[src/rtl/core/cle_pkg.sv]
// Shared types and constants for the console line editor.
// Holds the controller states, the decoded byte kinds and the event code set.
// No dependencies.
package cle_pkg;

    // Configuration register indexes.
    localparam logic [2:0] CFG_LEFT   = 3'd0;
    localparam logic [2:0] CFG_RIGHT  = 3'd1;
    localparam logic [2:0] CFG_DELETE = 3'd2;
    localparam logic [2:0] CFG_INTR   = 3'd3;
    localparam logic [2:0] CFG_QUIT   = 3'd4;

    // Reset values of the event codes.
    localparam logic [7:0] RST_LEFT   = 8'h02;
    localparam logic [7:0] RST_RIGHT  = 8'h06;
    localparam logic [7:0] RST_DELETE = 8'h7f;
    localparam logic [7:0] RST_INTR   = 8'h03;
    localparam logic [7:0] RST_QUIT   = 8'h04;

    // Printable range and fixed echo characters.
    localparam logic [7:0] PRINT_LO = 8'h20;
    localparam logic [7:0] PRINT_HI = 8'h7e;
    localparam logic [7:0] CH_CARET = 8'h5e;
    localparam logic [7:0] CH_C     = 8'h43;
    localparam logic [7:0] CH_D     = 8'h44;
    localparam logic [7:0] CH_SPACE = 8'h20;

    typedef struct packed {
        logic [7:0] left;
        logic [7:0] right;
        logic [7:0] del;
        logic [7:0] intr;
        logic [7:0] quit;
    } t_codes;

    typedef enum logic [2:0] {
        CMD_NONE,
        CMD_INSERT,
        CMD_LEFT,
        CMD_RIGHT,
        CMD_DELETE,
        CMD_INTR,
        CMD_QUIT
    } t_cmd;

    typedef enum logic [3:0] {
        S_IDLE,
        S_MOVE_RD,
        S_MOVE_WR,
        S_PUT,
        S_FIRST,
        S_SECOND,
        S_TAIL_RD,
        S_TAIL_EM,
        S_SPACE,
        S_LEFTS
    } t_state;

endpackage

[src/rtl/core/cle_in_if.sv]
// Request channel carrying one received console byte.
// Depends on nothing.
interface cle_in_if;
    logic       valid;
    logic       ready;
    logic [7:0] in_byte;

    modport source (output valid, output in_byte, input ready);
    modport sink   (input valid, input in_byte, output ready);
endinterface

[src/rtl/core/cle_out_if.sv]
// Request channel carrying one echo byte and its end-of-echo flag.
// Depends on nothing.
interface cle_out_if;
    logic       valid;
    logic       ready;
    logic [7:0] out_byte;
    logic       last_echo;

    modport source (output valid, output out_byte, output last_echo, input ready);
    modport sink   (input valid, input out_byte, input last_echo, output ready);
endinterface

[src/rtl/core/cle_decode.sv]
// Classifies a received byte against the printable range and the event codes.
// Depends on cle_pkg.
module cle_decode (
    input  logic [7:0]      i_byte,
    input  cle_pkg::t_codes i_codes,
    output cle_pkg::t_cmd   o_cmd
);

    // The printable range wins over any code; among codes, the first match wins.
    always_comb begin
        if (i_byte inside {[cle_pkg::PRINT_LO:cle_pkg::PRINT_HI]}) begin
            o_cmd = cle_pkg::CMD_INSERT;
        end else if (i_byte == i_codes.left) begin
            o_cmd = cle_pkg::CMD_LEFT;
        end else if (i_byte == i_codes.right) begin
            o_cmd = cle_pkg::CMD_RIGHT;
        end else if (i_byte == i_codes.del) begin
            o_cmd = cle_pkg::CMD_DELETE;
        end else if (i_byte == i_codes.intr) begin
            o_cmd = cle_pkg::CMD_INTR;
        end else if (i_byte == i_codes.quit) begin
            o_cmd = cle_pkg::CMD_QUIT;
        end else begin
            o_cmd = cle_pkg::CMD_NONE;
        end
    end

endmodule

[src/rtl/core/console_line_editor.sv]
// Console line editor: a left, right, interrupt, quit or tail-less delete request goes
// from idle straight to its first echo byte. An insert writes its byte into the line
// memory before its echo, and an insert or delete with a tail first shifts each tail byte
// (line length minus cursor) with a read and a write; a redrawn tail is read back byte by
// byte after a tail read setup. Every echo byte can be held by output stalls. Only one
// request is in work at a time; the output register lets the next one start while
// the last echo byte waits. Reset clears length, cursor and output and loads reset codes.
// Depends on cle_pkg, cle_in_if, cle_out_if and cle_decode.
module console_line_editor #(
    parameter int LINE_MAX = 16
) (
    input  logic        i_clk,
    input  logic        i_rst_n,
    input  logic        i_cfg_we,
    input  logic [2:0]  i_cfg_idx,
    input  logic [7:0]  i_cfg_data,
    cle_in_if.sink      i_in,
    cle_out_if.source   o_out
);

    localparam int AW = $clog2(LINE_MAX);
    localparam int LW = $clog2(LINE_MAX + 1);

    cle_pkg::t_state r_state, n_state;
    cle_pkg::t_codes r_codes;
    cle_pkg::t_cmd   cmd;

    logic [LW-1:0] r_len, n_len;
    logic [LW-1:0] r_cur, n_cur;
    logic          r_out_valid, n_out_valid;
    logic [7:0]    r_out_byte, n_out_byte;
    logic          r_out_last, n_out_last;

    logic [7:0]    r_first, n_first;
    logic [7:0]    r_second, n_second;
    logic          r_has_second, n_has_second;
    logic [LW-1:0] r_mv_dst, n_mv_dst;
    logic          r_mv_up, n_mv_up;
    logic [LW-1:0] r_mv_cnt, n_mv_cnt;
    logic [LW-1:0] r_ins_pos, n_ins_pos;
    logic [LW-1:0] r_tp, n_tp;
    logic [LW-1:0] r_tend, n_tend;
    logic          r_space, n_space;
    logic [LW-1:0] r_lefts, n_lefts;

    logic [7:0]    r_mem [LINE_MAX];
    logic [7:0]    r_rdata;
    logic          mem_we, mem_re;
    logic [AW-1:0] mem_wa, mem_ra;
    logic [7:0]    mem_wd;

    logic          out_free;
    logic [LW-1:0] tp_nx;
    logic [LW-1:0] tail_n;

    cle_decode u_decode (
        .i_byte  (i_in.in_byte),
        .i_codes (r_codes),
        .o_cmd   (cmd)
    );

    assign i_in.ready      = (r_state == cle_pkg::S_IDLE);
    assign o_out.valid     = r_out_valid;
    assign o_out.out_byte  = r_out_byte;
    assign o_out.last_echo = r_out_last;

    assign out_free = !r_out_valid || o_out.ready;
    assign tp_nx    = r_tp + LW'(1);
    assign tail_n   = r_len - r_cur;

    always_comb begin
        n_state      = r_state;
        n_len        = r_len;
        n_cur        = r_cur;
        n_out_valid  = r_out_valid && !o_out.ready;
        n_out_byte   = r_out_byte;
        n_out_last   = r_out_last;
        n_first      = r_first;
        n_second     = r_second;
        n_has_second = r_has_second;
        n_mv_dst     = r_mv_dst;
        n_mv_up      = r_mv_up;
        n_mv_cnt     = r_mv_cnt;
        n_ins_pos    = r_ins_pos;
        n_tp         = r_tp;
        n_tend       = r_tend;
        n_space      = r_space;
        n_lefts      = r_lefts;
        mem_we       = 1'b0;
        mem_re       = 1'b0;
        mem_wa       = r_mv_dst[AW-1:0];
        mem_ra       = r_tp[AW-1:0];
        mem_wd       = r_rdata;

        case (r_state)
            cle_pkg::S_IDLE: begin
                if (i_in.valid) begin
                    n_tp         = '0;
                    n_tend       = '0;
                    n_space      = 1'b0;
                    n_lefts      = '0;
                    n_has_second = 1'b0;
                    case (cmd)
                        cle_pkg::CMD_INSERT: begin
                            if (r_len != LW'(LINE_MAX)) begin
                                n_len     = r_len + LW'(1);
                                n_cur     = r_cur + LW'(1);
                                n_first   = i_in.in_byte;
                                n_ins_pos = r_cur;
                                n_tp      = r_cur + LW'(1);
                                n_tend    = r_len + LW'(1);
                                n_lefts   = tail_n;
                                n_mv_dst  = r_len;
                                n_mv_up   = 1'b0;
                                n_mv_cnt  = tail_n;
                                n_state   = (tail_n == '0) ? cle_pkg::S_PUT
                                                           : cle_pkg::S_MOVE_RD;
                            end
                        end
                        cle_pkg::CMD_LEFT: begin
                            if (r_cur != '0) begin
                                n_cur   = r_cur - LW'(1);
                                n_first = r_codes.left;
                                n_state = cle_pkg::S_FIRST;
                            end
                        end
                        cle_pkg::CMD_RIGHT: begin
                            if (r_cur < r_len) begin
                                n_cur   = r_cur + LW'(1);
                                n_first = r_codes.right;
                                n_state = cle_pkg::S_FIRST;
                            end
                        end
                        cle_pkg::CMD_DELETE: begin
                            if (r_cur != '0) begin
                                n_cur    = r_cur - LW'(1);
                                n_len    = r_len - LW'(1);
                                n_first  = r_codes.del;
                                n_tp     = r_cur - LW'(1);
                                n_tend   = r_len - LW'(1);
                                n_space  = (tail_n != '0);
                                n_lefts  = (tail_n != '0) ? tail_n + LW'(1) : '0;
                                n_mv_dst = r_cur - LW'(1);
                                n_mv_up  = 1'b1;
                                n_mv_cnt = tail_n;
                                n_state  = (tail_n == '0) ? cle_pkg::S_FIRST
                                                          : cle_pkg::S_MOVE_RD;
                            end
                        end
                        cle_pkg::CMD_INTR: begin
                            n_first      = cle_pkg::CH_CARET;
                            n_second     = cle_pkg::CH_C;
                            n_has_second = 1'b1;
                            n_state      = cle_pkg::S_FIRST;
                        end
                        cle_pkg::CMD_QUIT: begin
                            n_first      = cle_pkg::CH_CARET;
                            n_second     = cle_pkg::CH_D;
                            n_has_second = 1'b1;
                            n_state      = cle_pkg::S_FIRST;
                        end
                        default: begin
                        end
                    endcase
                end
            end

            // Each moved byte is read in S_MOVE_RD and written in S_MOVE_WR.
            cle_pkg::S_MOVE_RD: begin
                mem_re  = 1'b1;
                mem_ra  = r_mv_up ? AW'(r_mv_dst + LW'(1)) : AW'(r_mv_dst - LW'(1));
                n_state = cle_pkg::S_MOVE_WR;
            end

            cle_pkg::S_MOVE_WR: begin
                mem_we   = 1'b1;
                mem_wa   = r_mv_dst[AW-1:0];
                mem_wd   = r_rdata;
                n_mv_dst = r_mv_up ? r_mv_dst + LW'(1) : r_mv_dst - LW'(1);
                n_mv_cnt = r_mv_cnt - LW'(1);
                if (r_mv_cnt == LW'(1)) begin
                    n_state = r_mv_up ? cle_pkg::S_FIRST : cle_pkg::S_PUT;
                end else begin
                    n_state = cle_pkg::S_MOVE_RD;
                end
            end

            cle_pkg::S_PUT: begin
                mem_we  = 1'b1;
                mem_wa  = r_ins_pos[AW-1:0];
                mem_wd  = r_first;
                n_state = cle_pkg::S_FIRST;
            end

            cle_pkg::S_FIRST: begin
                if (out_free) begin
                    n_out_valid = 1'b1;
                    n_out_byte  = r_first;
                    n_out_last  = !r_has_second && (r_tp == r_tend) && !r_space
                                  && (r_lefts == '0);
                    if (r_has_second) begin
                        n_state = cle_pkg::S_SECOND;
                    end else if (r_tp != r_tend) begin
                        n_state = cle_pkg::S_TAIL_RD;
                    end else if (r_space) begin
                        n_state = cle_pkg::S_SPACE;
                    end else if (r_lefts != '0) begin
                        n_state = cle_pkg::S_LEFTS;
                    end else begin
                        n_state = cle_pkg::S_IDLE;
                    end
                end
            end

            cle_pkg::S_SECOND: begin
                if (out_free) begin
                    n_out_valid = 1'b1;
                    n_out_byte  = r_second;
                    n_out_last  = 1'b1;
                    n_state     = cle_pkg::S_IDLE;
                end
            end

            cle_pkg::S_TAIL_RD: begin
                mem_re  = 1'b1;
                mem_ra  = r_tp[AW-1:0];
                n_state = cle_pkg::S_TAIL_EM;
            end

            // The read of the next tail byte is issued as the current one leaves.
            cle_pkg::S_TAIL_EM: begin
                if (out_free) begin
                    n_out_valid = 1'b1;
                    n_out_byte  = r_rdata;
                    n_out_last  = (tp_nx == r_tend) && !r_space && (r_lefts == '0);
                    n_tp        = tp_nx;
                    if (tp_nx != r_tend) begin
                        mem_re = 1'b1;
                        mem_ra = tp_nx[AW-1:0];
                    end else if (r_space) begin
                        n_state = cle_pkg::S_SPACE;
                    end else if (r_lefts != '0) begin
                        n_state = cle_pkg::S_LEFTS;
                    end else begin
                        n_state = cle_pkg::S_IDLE;
                    end
                end
            end

            cle_pkg::S_SPACE: begin
                if (out_free) begin
                    n_out_valid = 1'b1;
                    n_out_byte  = cle_pkg::CH_SPACE;
                    n_out_last  = (r_lefts == '0);
                    n_state     = (r_lefts != '0) ? cle_pkg::S_LEFTS : cle_pkg::S_IDLE;
                end
            end

            cle_pkg::S_LEFTS: begin
                if (out_free) begin
                    n_out_valid = 1'b1;
                    n_out_byte  = r_codes.left;
                    n_out_last  = (r_lefts == LW'(1));
                    n_lefts     = r_lefts - LW'(1);
                    if (r_lefts == LW'(1)) begin
                        n_state = cle_pkg::S_IDLE;
                    end
                end
            end

            default: begin
                n_state = cle_pkg::S_IDLE;
            end
        endcase
    end

    always_ff @(posedge i_clk) begin
        if (!i_rst_n) begin
            r_state     <= cle_pkg::S_IDLE;
            r_len       <= '0;
            r_cur       <= '0;
            r_out_valid <= 1'b0;
            r_codes     <= '{left:  cle_pkg::RST_LEFT,  right: cle_pkg::RST_RIGHT,
                             del:   cle_pkg::RST_DELETE, intr: cle_pkg::RST_INTR,
                             quit:  cle_pkg::RST_QUIT};
        end else begin
            r_state     <= n_state;
            r_len       <= n_len;
            r_cur       <= n_cur;
            r_out_valid <= n_out_valid;
            if (i_cfg_we) begin
                case (i_cfg_idx)
                    cle_pkg::CFG_LEFT:   r_codes.left  <= i_cfg_data;
                    cle_pkg::CFG_RIGHT:  r_codes.right <= i_cfg_data;
                    cle_pkg::CFG_DELETE: r_codes.del   <= i_cfg_data;
                    cle_pkg::CFG_INTR:   r_codes.intr  <= i_cfg_data;
                    cle_pkg::CFG_QUIT:   r_codes.quit  <= i_cfg_data;
                    default: begin
                    end
                endcase
            end
        end
    end

    always_ff @(posedge i_clk) begin
        r_out_byte   <= n_out_byte;
        r_out_last   <= n_out_last;
        r_first      <= n_first;
        r_second     <= n_second;
        r_has_second <= n_has_second;
        r_mv_dst     <= n_mv_dst;
        r_mv_up      <= n_mv_up;
        r_mv_cnt     <= n_mv_cnt;
        r_ins_pos    <= n_ins_pos;
        r_tp         <= n_tp;
        r_tend       <= n_tend;
        r_space      <= n_space;
        r_lefts      <= n_lefts;
    end

    // Line memory: one write and one registered read per cycle.
    always_ff @(posedge i_clk) begin
        if (mem_we) begin
            r_mem[mem_wa] <= mem_wd;
        end
        if (mem_re) begin
            r_rdata <= r_mem[mem_ra];
        end
    end

endmodule

[src/flat_wrapper.sv]
// flat-port wrapper written by rule: the top's interface ports become plain ports
module console_line_editor_flat 
#(
    parameter int LINE_MAX = 16
)
  (i_clk, i_rst_n, i_cfg_we, i_cfg_idx, i_cfg_data, i_in_valid, i_in_in_byte, i_in_ready, o_out_valid, o_out_out_byte, o_out_last_echo, o_out_ready);
  cle_in_if i_in_i ();
  cle_out_if o_out_i ();
  input  logic i_clk;
  input  logic i_rst_n;
  input  logic i_cfg_we;
  input  logic [2:0] i_cfg_idx;
  input  logic [7:0] i_cfg_data;
  input wire logic [$bits(i_in_i.valid)-1:0] i_in_valid;
  input wire logic [$bits(i_in_i.in_byte)-1:0] i_in_in_byte;
  output wire logic [$bits(i_in_i.ready)-1:0] i_in_ready;
  output wire logic [$bits(o_out_i.valid)-1:0] o_out_valid;
  output wire logic [$bits(o_out_i.out_byte)-1:0] o_out_out_byte;
  output wire logic [$bits(o_out_i.last_echo)-1:0] o_out_last_echo;
  input wire logic [$bits(o_out_i.ready)-1:0] o_out_ready;
  assign i_in_i.valid = i_in_valid;
  assign i_in_i.in_byte = i_in_in_byte;
  assign i_in_ready = i_in_i.ready;
  assign o_out_valid = o_out_i.valid;
  assign o_out_out_byte = o_out_i.out_byte;
  assign o_out_last_echo = o_out_i.last_echo;
  assign o_out_i.ready = o_out_ready;
  console_line_editor #(.LINE_MAX(LINE_MAX)) u_core (.i_clk(i_clk), .i_rst_n(i_rst_n), .i_cfg_we(i_cfg_we), .i_cfg_idx(i_cfg_idx), .i_cfg_data(i_cfg_data), .i_in(i_in_i), .o_out(o_out_i));
endmodule
[config.mk]
export PLATFORM = sky130hd
export DESIGN_NAME = console_line_editor_flat
export DESIGN_NICKNAME = d
export VERILOG_FILES = /design/src/rtl/core/cle_pkg.sv /design/src/rtl/core/cle_in_if.sv /design/src/rtl/core/cle_out_if.sv /design/src/rtl/core/cle_decode.sv /design/src/rtl/core/console_line_editor.sv /design/src/flat_wrapper.sv
export SDC_FILE = /design/constraint.sdc
export NUM_CORES = 1
export LEC_CHECK = 0
export BUFFER_PORTS_ARGS = -buffer_cell sky130_fd_sc_hd__buf_2
export CORE_MARGIN = 2
export CORE_UTILIZATION = 45
export DETAILED_ROUTE_END_ITERATION = 16
export PLACE_DENSITY = 0.69
export SYNTH_ARGS = -nofsm -noshare
export SYNTH_HDL_FRONTEND = slang
export SYNTH_SLANG_ARGS = --single-unit
[constraint.sdc]
create_clock -name i_clk -period 4.39 [get_ports i_clk]
set_clock_uncertainty 0.05 [all_clocks]
set_input_delay 1.0975 -clock i_clk [delete_from_list [all_inputs] [get_ports i_clk]]
set_output_delay 1.0975 -clock i_clk [all_outputs]
set_load 0.005 [all_outputs]
==> impl_metrics.yaml, run 1 <==
timing:
  fin_crit_sh_pct: 81.33
  layout_setup_ws_ps: 819.8
  fmax_ghz: 0.2801
  final_max_slew_viol_count: 0
  tns_ps: 0
  worst_slew_pin_slew_ps: 1010
  period_needed_ps: 3570
  setup_violations: 0
  slew_headroom_pct: 31.98
  finalHoldViolations: 0
  rsz0062_at_grt: "no"
min_path:
  hp-start: "u_core.r_codes[6]$_SDFFE_PN0P_"
  hp-class: "reg -> reg"
worst_setup_path:
  end_kind: "register"
  rrSetupSlack_ps: 820
  cp_max_fo: 24
  crit_buf_inv: 1
  startpoint_type: "register"
  r2r-start: "u_core.r_tp[0]$_DFFE_PP_"
  worstPathArrival_ps: 3870
  worstSetupPathType: "reg -> reg"
  timing.rr.end: "u_core.r_rdata[2]$_DFFE_PP_"
  crit_start: "u_core.r_tp[0]$_DFFE_PP_"
  r2r_cells: 10
  crit_slowest_cell: "o221a_2"
  crit_cells: 10
  cp-endpoint: "u_core.r_rdata[2]$_DFFE_PP_"
  critPathMaxStageDelay_ps: 610
  crit_family: "compound AO/OA/AOI/OAI gates"
  path_cells: "ha_1 -> xnor2_2 -> a22oi_1 -> o2111a_2 -> nor2_2 -> o221a_2 -> buf_12 -> mux2i_1 -> a221o_1 -> a31oi_1"
  required_ps: 4690
clock_network:
  cts_buffers: 26
  clockRootBuffer: "clkbuf_16"
  hold_buffers: 0
  clk_latency_ps: 540
  cts.path.max_buffers: 3
  clk_pin_slew_ps: 60
  cts_tree: "done"
  htreeDepth: 1
  clock_sinks: 241
  post-cts-setup-buffers: 0
  cts-resized-gates: 0
synthesis:
  yosys_warnings: 0
  muxShareOfSynthArea_pct: 3.517
  synthCells: 1135
  yosys.area_share.simple_pct: 15.71
  synth-edff-count: 186
  synth_area_um2: 11990
  synth_top_family_by_area: "simple AND/OR/NAND/NOR gates"
  synth_cell_types: 73
  synth_most_common_cell: "nand2_1"
  synth_top_area_share_pct: 46.59
  synthTopCellsByArea: "edfxtp_1 47%, dfxtp_1 9.2%, nand2_1 6.5%"
  synthFlopType: "edfxtp_1"
  avgSynthCellArea_um2: 10.56
  synth_fp_nets: 1178
  synth_xor_area_share_pct: 5.604
  synth_fa_ha_area_share_pct: 2.046
  synth_compound_area_share_pct: 13.95
  synth_seq_cells: 241
  synth.largest_area_cell: "edfxtp_1"
  yosysSeqAreaShare_pct: 55.77
  synth_commonest_cells: "208 x nand2_1, 186 x edfxtp_1, 104 x nor2_1"
  synthArstFlopShare_pct: 0
detailed_routing:
  routed_wl_mm: 29.82
  drt_iter0_markers: 792
  via_per_inst: 5.847
  routedWlPerCell_um: 19.77
  ant_nets: 0
  dr.pass1.iters: 6
  vias: 8817
  drc_errors: 0
placed_design:
  pre_cts_slack_ps: 559.4
  io_buffers: 34
  dp_hpwl_mm: 21.03
  place_congestion: 0.9237
floorplan:
  start_util_pct: 45.88
  die_area_um2: 27960
  coreArea_um2: 26130
  pin_count: 35
  num_rows: 59
  die_w_um: 167.2
  die_h_um: 167.2
power_and_ir_drop:
  power_leakage_nw: 4.687
  share_comb_of_total_power_pct: 30.6
  power_density_nw_per_um2: 578.1
  seqPwrFrac_pct: 39.7
  switchingPower_w: 0.002598
  p_clk_share_pct: 29.7
  p_int_w: 0.005116
  peakVddDrop_mv: 0.3400
  switching_share_pct: 33.68
grt:
  use_met2_pct: 34.85
  met1_usage_pct: 28.77
  grt_pass1_wl_mm: 46.86
  grt_pass1_vias: 8460
  met3_usage_pct: 3.214
  grt_busiest_layer: "met2"
  track_usage_pct: 21.08
  antenna_found_initial: 0
  grt_max_degree: 53
  overflow: 0
finish:
  fin_nets: 1196
  final_util_pct: 51.06
  drive_above_1_share_pct: 10.91
  area_growth_pct: 11.29
  antenna_cells: 0
run_status:
  status: "finished, final reports clean"
run:
  maxCapViolations: 0
==> routing by layer <==
metal,up-vias,part of all wire (%)
li1,4169,-
met1,4251,43
met2,332,47
met3,65,6.8
met4,0,3.0
met5,-,0
==> worst reg2reg max path: cells and delay by family, from the launching register on <==
kind	cells	cell delay [ps]
AOI/OAI and AO/OA	5	1670
xor gates and xnor gates	1	180
adders and majority gates	1	350
buffers and inverters	1	260
DFF	1	510
muxes	1	120
and+or+nand+nor	1	250
==> stage by stage <==
step | instances | area [µm²] | total power, W | hold WS (ps)
floorplan | 1135 | 11990 | 0.004762 | 356.4
global placement | 1460 | 12440 | 0.005388 | 414.9
detailed placement | 1460 | 12440 | 0.005440 | 420.2
CTS | 1508 | 13340 | 0.007725 | 429.1
global route | 1508 | 13340 | 0.008089 | 462.8
finish | 1508 | 13340 | 0.007714 | 427.0
==> state kept, by name, indices dropped and copies added, names as in the netlist, 5 cells and up <==
signal,cells
u_core.r_len,5
u_core.r_codes,40
u_core.r_mem,128
u_core.r_rdata,8
u_core.r_lefts,5
u_core.r_mv_cnt,5
u_core.o_out.out_byte,8
u_core.r_tp,5
u_core.r_first,8
u_core.r_cur,5
u_core.r_tend,5
==> final cells by class <==
class / count / area (µm²)
Clock buffer: 33 / 716.9
Timing Repair Buffer: 52 / 317.8
Multi-Input combinational cell: 802 / 4901
Clock inverter: 15 / 188.9
Inverter: 30 / 112.6
Tap cell: 335 / 419.2
Sequential cell: 241 / 6686
Fill cell: 2339 / 12790
==> cells in the final DEF (no fill, tap or decap), types with 5 or more instances in the layout <==
cell       synthesis  layout
buf_4              1      17
o21ai_0           28      28
a221oi_1           5       5
and2_1             9       9
dfxtp_1           55      55
o211ai_1          10      10
o22ai_1           12      12
nor3_1            15      15
a21o_1             5       5
xnor2_1           48      48
nor4_1             5       5
xor2_1            25      25
ha_1              18      18
edfxtp_1         186     186
nand3_1           40      40
a21oi_1           56      56
or3_1              5       5
a32oi_1            8       8
nand4_1           10      10
inv_1             28      28
a2bb2oi_1          8       8
nor2b_1            6       6
clkbuf_16          0      26
a31oi_1           15      15
a222oi_1           9       9
clkinv_2           0       6
buf_2             17      34
a22oi_1            9       9
mux2i_1           23      23
nand2_1          208     208
nor2_1           104     104
a221o_1           11      11
a21boi_0          31      31
mux2_2            16      16
and3_1             6       6
==> power by group through the flow <==
stage	Sequential (W)	Combinational, W	Clock (W)
after floorplan	0.00303	0.00173	0
after global placement	0.00311	0.00228	0
after detailed placement	0.00311	0.00233	0
after CTS	0.00306	0.00235	0.00232
after global routing	0.00309	0.00259	0.00241
final	0.00307	0.00236	0.00229
==> cell families after synthesis <==
family | count (synthesis)
AO/OA/AOI/OAI | 237
XOR/XNOR | 75
adder cells (fa/ha/maj) | 19
buffers and inverters | 92
flip-flops | 241
multiplexers | 40
AND/OR/NAND/NOR | 431
==> worst min path at each step <==
stage	endpoint	cells past startpoint
after detailed placement	u_core.r_codes[6]$_SDFFE_PN0P_	2
after CTS	u_core.r_codes[6]$_SDFFE_PN0P_	2
final	u_core.r_codes[6]$_SDFFE_PN0P_	2
after floorplan	u_core.r_ins_pos[2]$_DFFE_PP_	0
after global routing	u_core.r_codes[5]$_SDFFE_PN0P_	2
after global placement	u_core.r_codes[6]$_SDFFE_PN0P_	2
Power figures use the tool's default switching activity.
==> run 2: changes to the inputs <==
- PLACE_DENSITY: 0.69 -> 0.71
- clock period: 4.39 -> 2.87 ns (I/O delays scaled with it)
==> run 2 against run 1 <==
Compared with the run above: the flow now finishes with violations (design-rule violations, negative setup slack); power up 63%; combinational power up 110%; register-to-register slack worse by 970 ps; hold slack better by 4.9 ps; non-clock buffer count up 116; flip-flop and latch count unchanged; die area unchanged; design area up 8.5%; routed wire length up 9.4%.
==> impl_metrics.yaml, run 2 (synthesis results as in run 1) <==
placed_design:
  dp_hpwl_mm: 22.38
  place_congestion: 0.9278
  io_buffers: 34
timing:
  fin_crit_sh_pct: 105.2
  period_needed_ps: 3019
  tns_ps: -447.3
  finalHoldViolations: 0
  final_max_slew_viol_count: 0
  fmax_ghz: 0.3313
  layout_setup_ws_ps: -148.7
  slew_headroom_pct: 47.30
  holdWs_ps: 431.8
  worst_slew_pin_slew_ps: 784.5
  setup_violations: 8
  rsz0062_at_grt: "yes"
worst_setup_path:
  worstSetupPathType: "reg -> reg"
  required_ps: 3190
  path_cells: "ha_4 -> xnor2_4 -> a22oi_2 -> o2111a_2 -> or3_4 -> o221a_4 -> buf_12 -> buf_4 -> mux2i_2 -> a2bb2oi_1 -> o211ai_1 -> a31oi_1"
  critPathMaxStageDelay_ps: 430
  worstPathArrival_ps: 3340
  startpoint_type: "register"
  end_kind: "register"
  crit_slowest_cell: "edfxtp_1"
  cp_max_fo: 5
grt:
  track_usage_pct: 22.51
  grt_max_degree: 44
  grt_pass1_wl_mm: 49.51
  antenna_found_initial: 0
  grt_pass1_vias: 8886
  overflow: 0
finish:
  largest_reg_flops: 128
  multiInputGateArea_um2: 5130
  final_common_cell: "nand2_1"
  fin_nets: 1311
  reg.largest.list: "u_core.r_mem: 128 flops, u_core.r_codes: 40 flops"
  regArea_um2: 6686
  area_growth_pct: 20.72
  fillers: 2237
  mostFrequentLayoutCells: "207 x nand2_1, 186 x edfxtp_1, 121 x buf_4, 102 x nor2_1, 55 x dfxtp_1"
  antenna_cells: 0
  drive_above_1_share_pct: 20.82
  regMostFlops: "u_core.r_mem"
  final_util_pct: 55.38
clock_network:
  clock_sinks: 241
  cts.path.max_buffers: 3
  clk_latency_ps: 530
  cts_buffers: 25
  clk_pin_slew_ps: 70
  clockRootBuffer: "clkbuf_16"
  htreeDepth: 1
  cts_tree: "done"
detailed_routing:
  routed_wl_mm: 32.62
  drt_iter0_markers: 866
  ant_nets: 0
  via_per_inst: 5.788
  dr.pass1.iters: 12
  routedWlPerCell_um: 20.11
  vias: 9388
  drc_errors: 1
power_and_ir_drop:
  power_density_nw_per_um2: 871.2
  peakVddDrop_mv: 0.4456
  power_leakage_nw: 5.297
run:
  maxCapViolations: 0
floorplan:
  coreArea_um2: 26130
  die_w_um: 167.2
  num_rows: 59
  die_h_um: 167.2
  die_area_um2: 27960
  start_util_pct: 45.88
  pin_count: 35
min_path:
  hp-class: "reg -> reg"
run_status:
  violations: "design-rule violations, negative setup slack"
  status: "finished, violations left"
==> run 2: final cells by class <==
| type | instances | area share (%) |
|---|---|---|
| sequential | 241 | 46.20 |
| inverter | 30 | 0.7781 |
| tap | 335 | 2.896 |
| multi-input combinational | 802 | 35.45 |
| clock inverter | 19 | 0.9078 |
| timing repair buffer | 168 | 9.397 |
| clock buffer | 27 | 4.375 |
==> run 2: power breakdown <==
group          internal, W  switching, W
Sequential         0.00442      0.000217
Clock              0.00170       0.00137
Combinational      0.00206       0.00284
Total              0.00818       0.00443
==> run 2: metrics by stage <==
step	setup slack, ps	std cells	total power (W)	area (µm²)
after CTS	-62.97	1612	0.01213	14200
after global placement	-238.4	1558	0.008713	13250
after global routing	-169.2	1622	0.01314	14470
after detailed placement	-329.8	1558	0.008787	13250
after floorplan	-87.70	1135	0.007303	12030
final	-148.7	1622	0.01261	14470
==> run 2: path summary, 6_finish.rpt <==
check,endpoint,startpoint,slack (ps),cells past startpoint
setup / recovery,u_core.r_rdata[2]$_DFFE_PP_,u_core.r_tp[0]$_DFFE_PP_,-150,12
hold / removal,u_core.r_codes[11]$_SDFFE_PN0P_,u_core.r_codes[11]$_SDFFE_PN0P_,430,2
setup reg to reg,u_core.r_rdata[2]$_DFFE_PP_,u_core.r_tp[0]$_DFFE_PP_,-150,12
hold reg to reg,u_core.r_codes[11]$_SDFFE_PN0P_,u_core.r_codes[11]$_SDFFE_PN0P_,430,2
==> run 2: what timing repair did <==
action	in CTS	in global routing
hold buffers	0	0
pin swaps	6	7
buffers inserted	6	7
resized for setup	13	27
setup endpoints to repair	8	18
gates cloned	2	3
==> run 2: worst max-delay path, delay by kind of cell (launching register included) <==
| kind | cells | cell delay, ps |
|---|---|---|
| muxes | 1 | 150 |
| buffers and inverters | 2 | 300 |
| DFF | 1 | 430 |
| AOI/OAI and AO/OA | 6 | 1170 |
| xor gates and xnor gates | 1 | 150 |
| adders and majority gates | 1 | 220 |
| and+or+nand+nor | 1 | 400 |
==> run 2: metal layers <==
layer  global-route usage (%)  routed length (µm)  vias up
met5                        0                   0        -
met4                    8.847                1316        0
met3                    3.569                2227       81
met2                    36.48               15210      344
met1                    30.54               13870     4561
li1                         -                   -     4402
